===== src/sv/pcpr_pkg.sv =====
// Types, constants and the operation table of the collinear point remover.
package pcpr_pkg;

    localparam int NUM_OPS = 14;
    localparam int OP_BITS = 4;

    typedef enum logic [3:0] {
        OPND_ABX,
        OPND_ABY,
        OPND_ABZ,
        OPND_APX,
        OPND_APY,
        OPND_APZ,
        OPND_CROSS,
        OPND_TOL,
        OPND_RHS,
        OPND_TSQ
    } opnd_t;

    typedef enum logic [2:0] {
        DEST_C_LOAD,
        DEST_C_SUB,
        DEST_L_ADD,
        DEST_R_ADD,
        DEST_T_LOAD,
        DEST_R_LOAD
    } dest_t;

    typedef enum logic [2:0] {
        ST_IDLE,
        ST_CHECK,
        ST_MUL,
        ST_COMMIT,
        ST_CMP,
        ST_EMIT_MID,
        ST_EMIT_LAST,
        ST_ADV
    } state_t;

    typedef struct packed {
        opnd_t a_sel;
        opnd_t b_sel;
        dest_t dest;
    } op_t;

    typedef struct packed {
        logic               load_in;
        logic               mul_en;
        logic               commit;
        logic               clr_acc;
        logic               emit_sel;
        logic               advance;
        logic [OP_BITS-1:0] op;
    } cmd_t;

    typedef struct packed {
        logic [1:0] seen;
        logic       is_final;
        logic       degenerate;
        logic       keep;
    } status_t;

    // The three squared cross product terms, then |AB|^2, then tol^2 * |AB|^2.
    function automatic op_t op_entry(input logic [OP_BITS-1:0] idx);
        op_t r;
        case (idx)
            4'd0:    r = '{OPND_ABY, OPND_APZ, DEST_C_LOAD};
            4'd1:    r = '{OPND_ABZ, OPND_APY, DEST_C_SUB};
            4'd2:    r = '{OPND_CROSS, OPND_CROSS, DEST_L_ADD};
            4'd3:    r = '{OPND_ABZ, OPND_APX, DEST_C_LOAD};
            4'd4:    r = '{OPND_ABX, OPND_APZ, DEST_C_SUB};
            4'd5:    r = '{OPND_CROSS, OPND_CROSS, DEST_L_ADD};
            4'd6:    r = '{OPND_ABX, OPND_APY, DEST_C_LOAD};
            4'd7:    r = '{OPND_ABY, OPND_APX, DEST_C_SUB};
            4'd8:    r = '{OPND_CROSS, OPND_CROSS, DEST_L_ADD};
            4'd9:    r = '{OPND_ABX, OPND_ABX, DEST_R_ADD};
            4'd10:   r = '{OPND_ABY, OPND_ABY, DEST_R_ADD};
            4'd11:   r = '{OPND_ABZ, OPND_ABZ, DEST_R_ADD};
            4'd12:   r = '{OPND_TOL, OPND_TOL, DEST_T_LOAD};
            4'd13:   r = '{OPND_RHS, OPND_TSQ, DEST_R_LOAD};
            default: r = '{OPND_TOL, OPND_TOL, DEST_T_LOAD};
        endcase
        return r;
    endfunction

endpackage


===== src/sv/pcpr_datapath.sv =====
// Datapath of the collinear point remover: point store, differences and chunked multiplier.
module pcpr_datapath import pcpr_pkg::*; #(
    parameter int COORD_BITS = 20,
    parameter int MW         = 44,
    parameter int NCH        = 3,
    parameter int CHW        = 2,
    parameter int TDW        = 64
) (
    input  logic                   aclk,
    input  logic                   aresetn,
    input  logic [TDW-1:0]         s_tdata,
    input  logic                   s_tlast,
    input  logic                   cfg_wr_en,
    input  logic [15:0]            cfg_wr_data,
    input  cmd_t                   cmd,
    input  logic [CHW-1:0]         chunk,
    output status_t                status,
    output logic [TDW-1:0]         m_tdata
);

    localparam int C  = COORD_BITS;
    localparam int D  = C + 1;
    localparam int OW = MW + 1;
    localparam int PW = 2 * MW;
    localparam int AW = PW + 2;
    localparam int BW = NCH * 16;

    logic signed [C-1:0]  in_x_reg, in_y_reg, in_z_reg;
    logic signed [C-1:0]  old_x_reg, old_y_reg, old_z_reg;
    logic signed [C-1:0]  new_x_reg, new_y_reg, new_z_reg;
    logic                 fin_reg;
    logic [1:0]           seen_reg;
    logic [15:0]          tol_reg;
    logic signed [D-1:0]  abx_reg, aby_reg, abz_reg, apx_reg, apy_reg, apz_reg;
    logic signed [OW-1:0] c_reg;
    logic [AW-1:0]        lhs_reg, rhs_reg;
    logic [MW-1:0]        tsq_reg;
    logic [PW-1:0]        prod_reg;

    logic signed [C-1:0]  px, py, pz;
    op_t                  op;
    logic [OW-1:0]        a_val, b_val;
    logic [MW-1:0]        a_mag, b_mag;
    logic [BW-1:0]        b_ext;
    logic [15:0]          b_chunk;
    logic [MW+15:0]       partial;
    logic [PW-1:0]        shifted;
    logic [AW-1:0]        p_val;
    logic                 p_neg;

    assign px = s_tdata[C-1:0];
    assign py = s_tdata[2*C-1:C];
    assign pz = s_tdata[3*C-1:2*C];
    assign op = op_entry(cmd.op);

    function automatic logic [OW-1:0] opnd_value(
        input opnd_t sel,
        input logic [D-1:0] abx, input logic [D-1:0] aby, input logic [D-1:0] abz,
        input logic [D-1:0] apx, input logic [D-1:0] apy, input logic [D-1:0] apz,
        input logic [OW-1:0] cr, input logic [15:0] tol,
        input logic [MW-1:0] rhs, input logic [MW-1:0] tsq
    );
        logic [OW-1:0] v;
        case (sel)
            OPND_ABX:   v = {{(OW-D){abx[D-1]}}, abx};
            OPND_ABY:   v = {{(OW-D){aby[D-1]}}, aby};
            OPND_ABZ:   v = {{(OW-D){abz[D-1]}}, abz};
            OPND_APX:   v = {{(OW-D){apx[D-1]}}, apx};
            OPND_APY:   v = {{(OW-D){apy[D-1]}}, apy};
            OPND_APZ:   v = {{(OW-D){apz[D-1]}}, apz};
            OPND_CROSS: v = cr;
            OPND_TOL:   v = {{(OW-16){1'b0}}, tol};
            OPND_RHS:   v = {1'b0, rhs};
            OPND_TSQ:   v = {1'b0, tsq};
            default:    v = '0;
        endcase
        return v;
    endfunction

    always_comb begin
        a_val   = opnd_value(op.a_sel, abx_reg, aby_reg, abz_reg, apx_reg, apy_reg, apz_reg,
                             c_reg, tol_reg, rhs_reg[MW-1:0], tsq_reg);
        b_val   = opnd_value(op.b_sel, abx_reg, aby_reg, abz_reg, apx_reg, apy_reg, apz_reg,
                             c_reg, tol_reg, rhs_reg[MW-1:0], tsq_reg);
        a_mag   = a_val[OW-1] ? MW'(-a_val) : a_val[MW-1:0];
        b_mag   = b_val[OW-1] ? MW'(-b_val) : b_val[MW-1:0];
        b_ext   = {{(BW-MW){1'b0}}, b_mag};
        b_chunk = b_ext[16*chunk +: 16];
        partial = {16'd0, a_mag} * {{MW{1'b0}}, b_chunk};
        shifted = {{(PW-MW-16){1'b0}}, partial} << {chunk, 4'd0};
        p_neg   = a_val[OW-1] ^ b_val[OW-1];
        p_val   = p_neg ? -{2'b00, prod_reg} : {2'b00, prod_reg};
    end

    always_ff @(posedge aclk) begin
        if (!aresetn) begin
            seen_reg  <= 2'd0;
            tol_reg   <= 16'd0;
            old_x_reg <= '0;
            old_y_reg <= '0;
            old_z_reg <= '0;
            new_x_reg <= '0;
            new_y_reg <= '0;
            new_z_reg <= '0;
        end else begin
            if (cfg_wr_en) begin
                tol_reg <= cfg_wr_data;
            end
            if (cmd.advance) begin
                if (fin_reg) begin
                    old_x_reg <= '0;
                    old_y_reg <= '0;
                    old_z_reg <= '0;
                    new_x_reg <= '0;
                    new_y_reg <= '0;
                    new_z_reg <= '0;
                    seen_reg  <= 2'd0;
                end else begin
                    old_x_reg <= new_x_reg;
                    old_y_reg <= new_y_reg;
                    old_z_reg <= new_z_reg;
                    new_x_reg <= in_x_reg;
                    new_y_reg <= in_y_reg;
                    new_z_reg <= in_z_reg;
                    if (seen_reg != 2'd2) begin
                        seen_reg <= seen_reg + 2'd1;
                    end
                end
            end
        end
    end

    always_ff @(posedge aclk) begin
        if (cmd.load_in) begin
            in_x_reg <= px;
            in_y_reg <= py;
            in_z_reg <= pz;
            fin_reg  <= s_tlast;
            abx_reg  <= {px[C-1], px} - {old_x_reg[C-1], old_x_reg};
            aby_reg  <= {py[C-1], py} - {old_y_reg[C-1], old_y_reg};
            abz_reg  <= {pz[C-1], pz} - {old_z_reg[C-1], old_z_reg};
            apx_reg  <= {new_x_reg[C-1], new_x_reg} - {old_x_reg[C-1], old_x_reg};
            apy_reg  <= {new_y_reg[C-1], new_y_reg} - {old_y_reg[C-1], old_y_reg};
            apz_reg  <= {new_z_reg[C-1], new_z_reg} - {old_z_reg[C-1], old_z_reg};
        end
        if (cmd.clr_acc) begin
            lhs_reg <= '0;
            rhs_reg <= '0;
        end
        if (cmd.mul_en) begin
            prod_reg <= (chunk == '0) ? shifted : prod_reg + shifted;
        end
        if (cmd.commit) begin
            case (op.dest)
                DEST_C_LOAD: c_reg   <= p_val[OW-1:0];
                DEST_C_SUB:  c_reg   <= c_reg - p_val[OW-1:0];
                DEST_L_ADD:  lhs_reg <= lhs_reg + p_val;
                DEST_R_ADD:  rhs_reg <= rhs_reg + p_val;
                DEST_T_LOAD: tsq_reg <= p_val[MW-1:0];
                DEST_R_LOAD: rhs_reg <= p_val;
                default:     c_reg   <= c_reg;
            endcase
        end
    end

    assign status.seen       = seen_reg;
    assign status.is_final   = fin_reg;
    assign status.degenerate = (abx_reg == '0) && (aby_reg == '0) && (abz_reg == '0);
    assign status.keep       = lhs_reg > rhs_reg;

    always_comb begin
        m_tdata = '0;
        if (cmd.emit_sel) begin
            m_tdata[3*C-1:0] = {in_z_reg, in_y_reg, in_x_reg};
        end else begin
            m_tdata[3*C-1:0] = {new_z_reg, new_y_reg, new_x_reg};
        end
    end

endmodule


===== src/sv/pcpr_ctrl.sv =====
// Controller of the collinear point remover: sequences the multiply steps and the output words.
module pcpr_ctrl import pcpr_pkg::*; #(
    parameter int NCH = 3,
    parameter int CHW = 2
) (
    input  logic           aclk,
    input  logic           aresetn,
    input  logic           s_tvalid,
    output logic           s_tready,
    output logic           m_tvalid,
    input  logic           m_tready,
    output logic           m_tlast,
    input  status_t        status,
    output cmd_t           cmd,
    output logic [CHW-1:0] chunk
);

    state_t               state_reg, state_next;
    logic [OP_BITS-1:0]   op_reg, op_next;
    logic [CHW-1:0]       chunk_reg, chunk_next;

    always_ff @(posedge aclk) begin
        if (!aresetn) begin
            state_reg <= ST_IDLE;
            op_reg    <= '0;
            chunk_reg <= '0;
        end else begin
            state_reg <= state_next;
            op_reg    <= op_next;
            chunk_reg <= chunk_next;
        end
    end

    always_comb begin
        state_next = state_reg;
        op_next    = op_reg;
        chunk_next = chunk_reg;
        cmd        = '0;
        cmd.op     = op_reg;
        s_tready   = 1'b0;
        m_tvalid   = 1'b0;
        m_tlast    = 1'b0;
        case (state_reg)
            ST_IDLE: begin
                s_tready    = 1'b1;
                cmd.load_in = s_tvalid;
                if (s_tvalid) begin
                    state_next = ST_CHECK;
                end
            end
            ST_CHECK: begin
                if (status.seen == 2'd0) begin
                    state_next = status.is_final ? ST_EMIT_LAST : ST_ADV;
                end else if (status.seen == 2'd1 || status.degenerate) begin
                    state_next = ST_EMIT_MID;
                end else begin
                    cmd.clr_acc = 1'b1;
                    op_next     = '0;
                    chunk_next  = '0;
                    state_next  = ST_MUL;
                end
            end
            ST_MUL: begin
                cmd.mul_en = 1'b1;
                if (chunk_reg == CHW'(NCH - 1)) begin
                    chunk_next = '0;
                    state_next = ST_COMMIT;
                end else begin
                    chunk_next = chunk_reg + 1'b1;
                end
            end
            ST_COMMIT: begin
                cmd.commit = 1'b1;
                if (op_reg == OP_BITS'(NUM_OPS - 1)) begin
                    state_next = ST_CMP;
                end else begin
                    op_next    = op_reg + 1'b1;
                    state_next = ST_MUL;
                end
            end
            ST_CMP: begin
                if (status.keep) begin
                    state_next = ST_EMIT_MID;
                end else begin
                    state_next = status.is_final ? ST_EMIT_LAST : ST_ADV;
                end
            end
            ST_EMIT_MID: begin
                m_tvalid = 1'b1;
                if (m_tready) begin
                    state_next = status.is_final ? ST_EMIT_LAST : ST_ADV;
                end
            end
            ST_EMIT_LAST: begin
                m_tvalid     = 1'b1;
                m_tlast      = 1'b1;
                cmd.emit_sel = 1'b1;
                if (m_tready) begin
                    state_next = ST_ADV;
                end
            end
            ST_ADV: begin
                cmd.advance = 1'b1;
                state_next  = ST_IDLE;
            end
            default: begin
                state_next = ST_IDLE;
            end
        endcase
    end

    assign chunk = chunk_reg;

endmodule


===== src/sv/path_collinear_point_remover_unit.sv =====
// Top level of the collinear point remover for 3D paths.
// The block takes one waypoint at a time and decides each inner waypoint when its successor
// arrives, so kept points come out one word late; the first and last waypoints always pass.
// An inner waypoint is dropped when its distance to the line through its neighbours is at most
// tolerance_mm, tested exactly as |AB x AP|^2 > tol^2 * |AB|^2. One item is handled at a time:
// a waypoint that needs the distance test runs all fourteen products through one multiplier
// that consumes 16 bits of one operand per cycle; that operand is split into NCH chunks, where
// NCH = ceil(max(2 * COORD_BITS + 4, 32) / 16). Other waypoints skip the multiplier, and every
// word that the block emits waits for its output handshake.
module path_collinear_point_remover_unit import pcpr_pkg::*; #(
    parameter int COORD_BITS = 20
) (
    input  logic                                  aclk,
    input  logic                                  aresetn,
    input  logic                                  s_tvalid,
    output logic                                  s_tready,
    input  logic [((3*COORD_BITS+7)/8)*8-1:0]     s_tdata,   // pos_x, pos_y, pos_z
    input  logic                                  s_tlast,   // is_final
    output logic                                  m_tvalid,
    input  logic                                  m_tready,
    output logic [((3*COORD_BITS+7)/8)*8-1:0]     m_tdata,   // out_x, out_y, out_z
    output logic                                  m_tlast,   // end_of_path
    input  logic                                  cfg_wr_en,
    input  logic [15:0]                           cfg_wr_data
);

    localparam int TDW = ((3 * COORD_BITS + 7) / 8) * 8;
    localparam int MW  = (2 * COORD_BITS + 4 > 32) ? 2 * COORD_BITS + 4 : 32;
    localparam int NCH = (MW + 15) / 16;
    localparam int CHW = $clog2(NCH);

    cmd_t           cmd;
    status_t        status;
    logic [CHW-1:0] chunk;

    pcpr_ctrl #(
        .NCH (NCH),
        .CHW (CHW)
    ) u_ctrl (
        .aclk     (aclk),
        .aresetn  (aresetn),
        .s_tvalid (s_tvalid),
        .s_tready (s_tready),
        .m_tvalid (m_tvalid),
        .m_tready (m_tready),
        .m_tlast  (m_tlast),
        .status   (status),
        .cmd      (cmd),
        .chunk    (chunk)
    );

    pcpr_datapath #(
        .COORD_BITS (COORD_BITS),
        .MW         (MW),
        .NCH        (NCH),
        .CHW        (CHW),
        .TDW        (TDW)
    ) u_datapath (
        .aclk        (aclk),
        .aresetn     (aresetn),
        .s_tdata     (s_tdata),
        .s_tlast     (s_tlast),
        .cfg_wr_en   (cfg_wr_en),
        .cfg_wr_data (cfg_wr_data),
        .cmd         (cmd),
        .chunk       (chunk),
        .status      (status),
        .m_tdata     (m_tdata)
    );

endmodule


===== config.mk =====
export PLATFORM = sky130hd
export DESIGN_NAME = path_collinear_point_remover_unit
export DESIGN_NICKNAME = d
export VERILOG_FILES = /design/src/sv/pcpr_pkg.sv /design/src/sv/pcpr_datapath.sv /design/src/sv/pcpr_ctrl.sv /design/src/sv/path_collinear_point_remover_unit.sv
export SDC_FILE = /design/constraint.sdc
export NUM_CORES = 2
export LEC_CHECK = 0
export BUFFER_PORTS_ARGS = -buffer_cell sky130_fd_sc_hd__buf_2
export CAP_MARGIN = 10
export CELL_PAD_IN_SITES_DETAIL_PLACEMENT = 0
export CELL_PAD_IN_SITES_GLOBAL_PLACEMENT = 1
export CORE_MARGIN = 5
export CORE_UTILIZATION = 45
export DETAILED_ROUTE_END_ITERATION = 8
export PLACE_DENSITY = 0.79
export SYNTH_ARGS = -nofsm -noshare
export SYNTH_HDL_FRONTEND = slang
export SYNTH_SLANG_ARGS = --single-unit

===== constraint.sdc =====
create_clock -name aclk -period 13.4 [get_ports aclk]
set_input_delay 0.67 -clock aclk [delete_from_list [all_inputs] [get_ports aclk]]
set_output_delay 0.67 -clock aclk [all_outputs]
set_load 0.02 [all_outputs]

==> flow_summary.toml <==
[global_route]
grt_pass1_wl_um = 509000
grt_pass1_vias = 79392
grt_antenna_before_repair = 11
grt_max_degree = 100
grt_usage_pct = 34.9
grt_overflow_total = 0

[logic_synthesis]
ys_warn_count = 0
synthArstFlopShare_pct = 0
syn_inst = 10053
ys_seq_area_share_pct = 21.2
synth-edff-count = 364
synthTopCellsByArea = "fa_1, edfxtp_1, ha_1, dfxtp_1, a21oi_1"
synth_top_area_share_pct = 14.3
synth_largest_area_cell = "fa_1"
synth_area_mm2 = 0.0832
ys_dominant_reg_cell = "edfxtp_1"
yosysUniqueCellTypes = 103
synth_seq_cells = 701
syn_avg_cell_area_um2 = 8.28

[die]
die_w_um = 440
initial_core_util_pct = 45.3
rows = 157
die_h_um = 440
die-area_mm2 = 0.194
core_mm2 = 0.183
io_pins = 153

[cts]
insertion_delay_ns = 0.77
cts-buffers-inserted = 88
path_clk_slew_ns = 0.06
cts_tree = "built"
clock_path_buffers = 3
ctsHoldBuffers = 0
htreeDepth = 3
cts_root_buf = "clkbuf_16"
cts_sinks = 701

[timing]
period_needed_ns = 13.20
finalHoldViolations = 0
setup-violations-final = 0
rsz0062_at_grt = "yes"
tightestPinTransition_ns = 1.21
finalSetupTns_ns = 0
period_share_pct = 98.5
finalClockSkew_ns = 0.0685
drv_slew = 0
slew_headroom_pct = 19.2
max_freq_mhz = 75.8

[detailed_routing]
drt-vias-per-instance = 5.93
drc_errors = 7
wire_per_inst_um = 25.6
first_iter_violations = 7099
dr.pass1.iters = 9
num_vias = 80805
routed_wl_um = 349000
ant_nets = 0

[worst_setup_path]
arrival_ns = 13.66
slowest_stage = "or4b_2"
crit_top_cell = "buf_4"
start_kind = "flop"
worstSetupEndpointType = "flop"
cpPeakStageDelay_ns = 0.71
criticalPathCategory = "reg2reg"
cp.required_ns = 13.86
crit_fanout = 7

[placed_design]
dp.cells = 13443
dp_hpwl_um = 289000
portBuffers = 144
place_area_mm2 = 0.0958
gp_congestion = 1.08

[layout]
final_nets = 12441
final_cell_area_mm2 = 0.0998
syn_to_final_growth_pct = 19.9
post-route-util_pct = 54.4
layout_common_cells = "buf_4, inv_1, nand2_1"
layout-drive-gt1-share_pct = 17.6
final_common_cell = "buf_4"
final-instance-count-excl-fill = 13635

[run_status]
status = "finished, violations left"
violations = "DRC"

[worst_hold_path]
hp-class = "in2reg"

[job]
cap_violations = 0
[per-stage QoR]
step,setup slack (ns),hold slack (ns)
floorplan,0.277,0.453
global placement,-0.284,0.466
detailed placement,-0.505,0.475
CTS,0.0127,0.0160
global route,-0.133,0.0520
finish,0.202,0.0834
[final timing paths]
kind / cells past startpoint / end / from / slack (ns)
worst max-delay path: 51 / u_datapath.prod_reg[80] / u_datapath.abx_reg[20] / 0.20
worst max register to register: 51 / u_datapath.prod_reg[80] / u_datapath.abx_reg[20] / 0.20
worst min register to register: 2 / u_datapath.old_y_reg[10] / u_datapath.old_y_reg[10] / 0.48
worst min-delay path: 1 / u_datapath.fin_reg / s_tlast / 0.08
[what timing repair did]
item,in CTS,in global routing
pin swaps,2,42
endpoints found under the setup margin,27,48
buffers inserted,2,22
gates resized for setup,24,129
gates cloned,0,1
[kinds of logic (layout without fill, tap and decap cells)]
logic type               after synthesis  after routing  synth area share (%)
AO/OA/AOI/OAI                       2590           2590                  19.9
adder cells (fa/ha/maj)             1261           1261                  24.3
other                                  1              7               0.00451
buffers and inverters               1528           2640                  7.01
flip-flops                           701            701                  21.2
XOR/XNOR                             561            561                  5.91
multiplexers                         228            228                  3.04
AND/OR/NAND/NOR                     3183           3183                  18.5
[final cells by class]
class,count,area [um^2]
Fill cell,17374,83700
Multi-Input combinational cell,7827,60700
Sequential cell,701,17700
Timing Repair Buffer,1475,11500
Inverter,1001,3760
Tap cell,2464,3080
Clock buffer,122,2550
Clock inverter,42,470
Antenna cell,3,7.51
[worst max-delay path: cells and delay by family (launching register included)]
family,cells,cell delay (ns)
mux,3,1.05
buf+inv,14,1.93
xor+xnor,1,0.18
flops,1,0.41
fa+ha+maj,8,3.87
simple gates,10,2.15
compound gates,15,3.28
[layer usage]
| layer | global-route usage [%] | wire (um) | vias to the layer above |
|---|---|---|---|
| li1 | - | - | 37237 |
| met5 | 0 | 27 | - |
| met1 | 44.5 | 143000 | 39586 |
| met2 | 58.0 | 160000 | 3167 |
| met4 | 16.8 | 21300 | 4 |
| met3 | 5.38 | 24600 | 811 |
[cells in the mapped netlist, drive strengths merged (102+ instances only)]
cell    number
nand3      174
o22ai      102
fa         596
a22oi      107
nor3       191
nor2b      181
o21ai      489
nor3b      137
clkbuf     466
nand2      999
inv       1000
ha         665
mux2i      129
nor2       812
nand4      138
xnor2      345
and2       104
a21oi      803
xor2       216
edfxtp     364
dfxtp      337
a21o       276
Power is left out: the tool's default activity adds up to more than one toggle a clock period on the data nets, which glitch-free logic cannot reach.
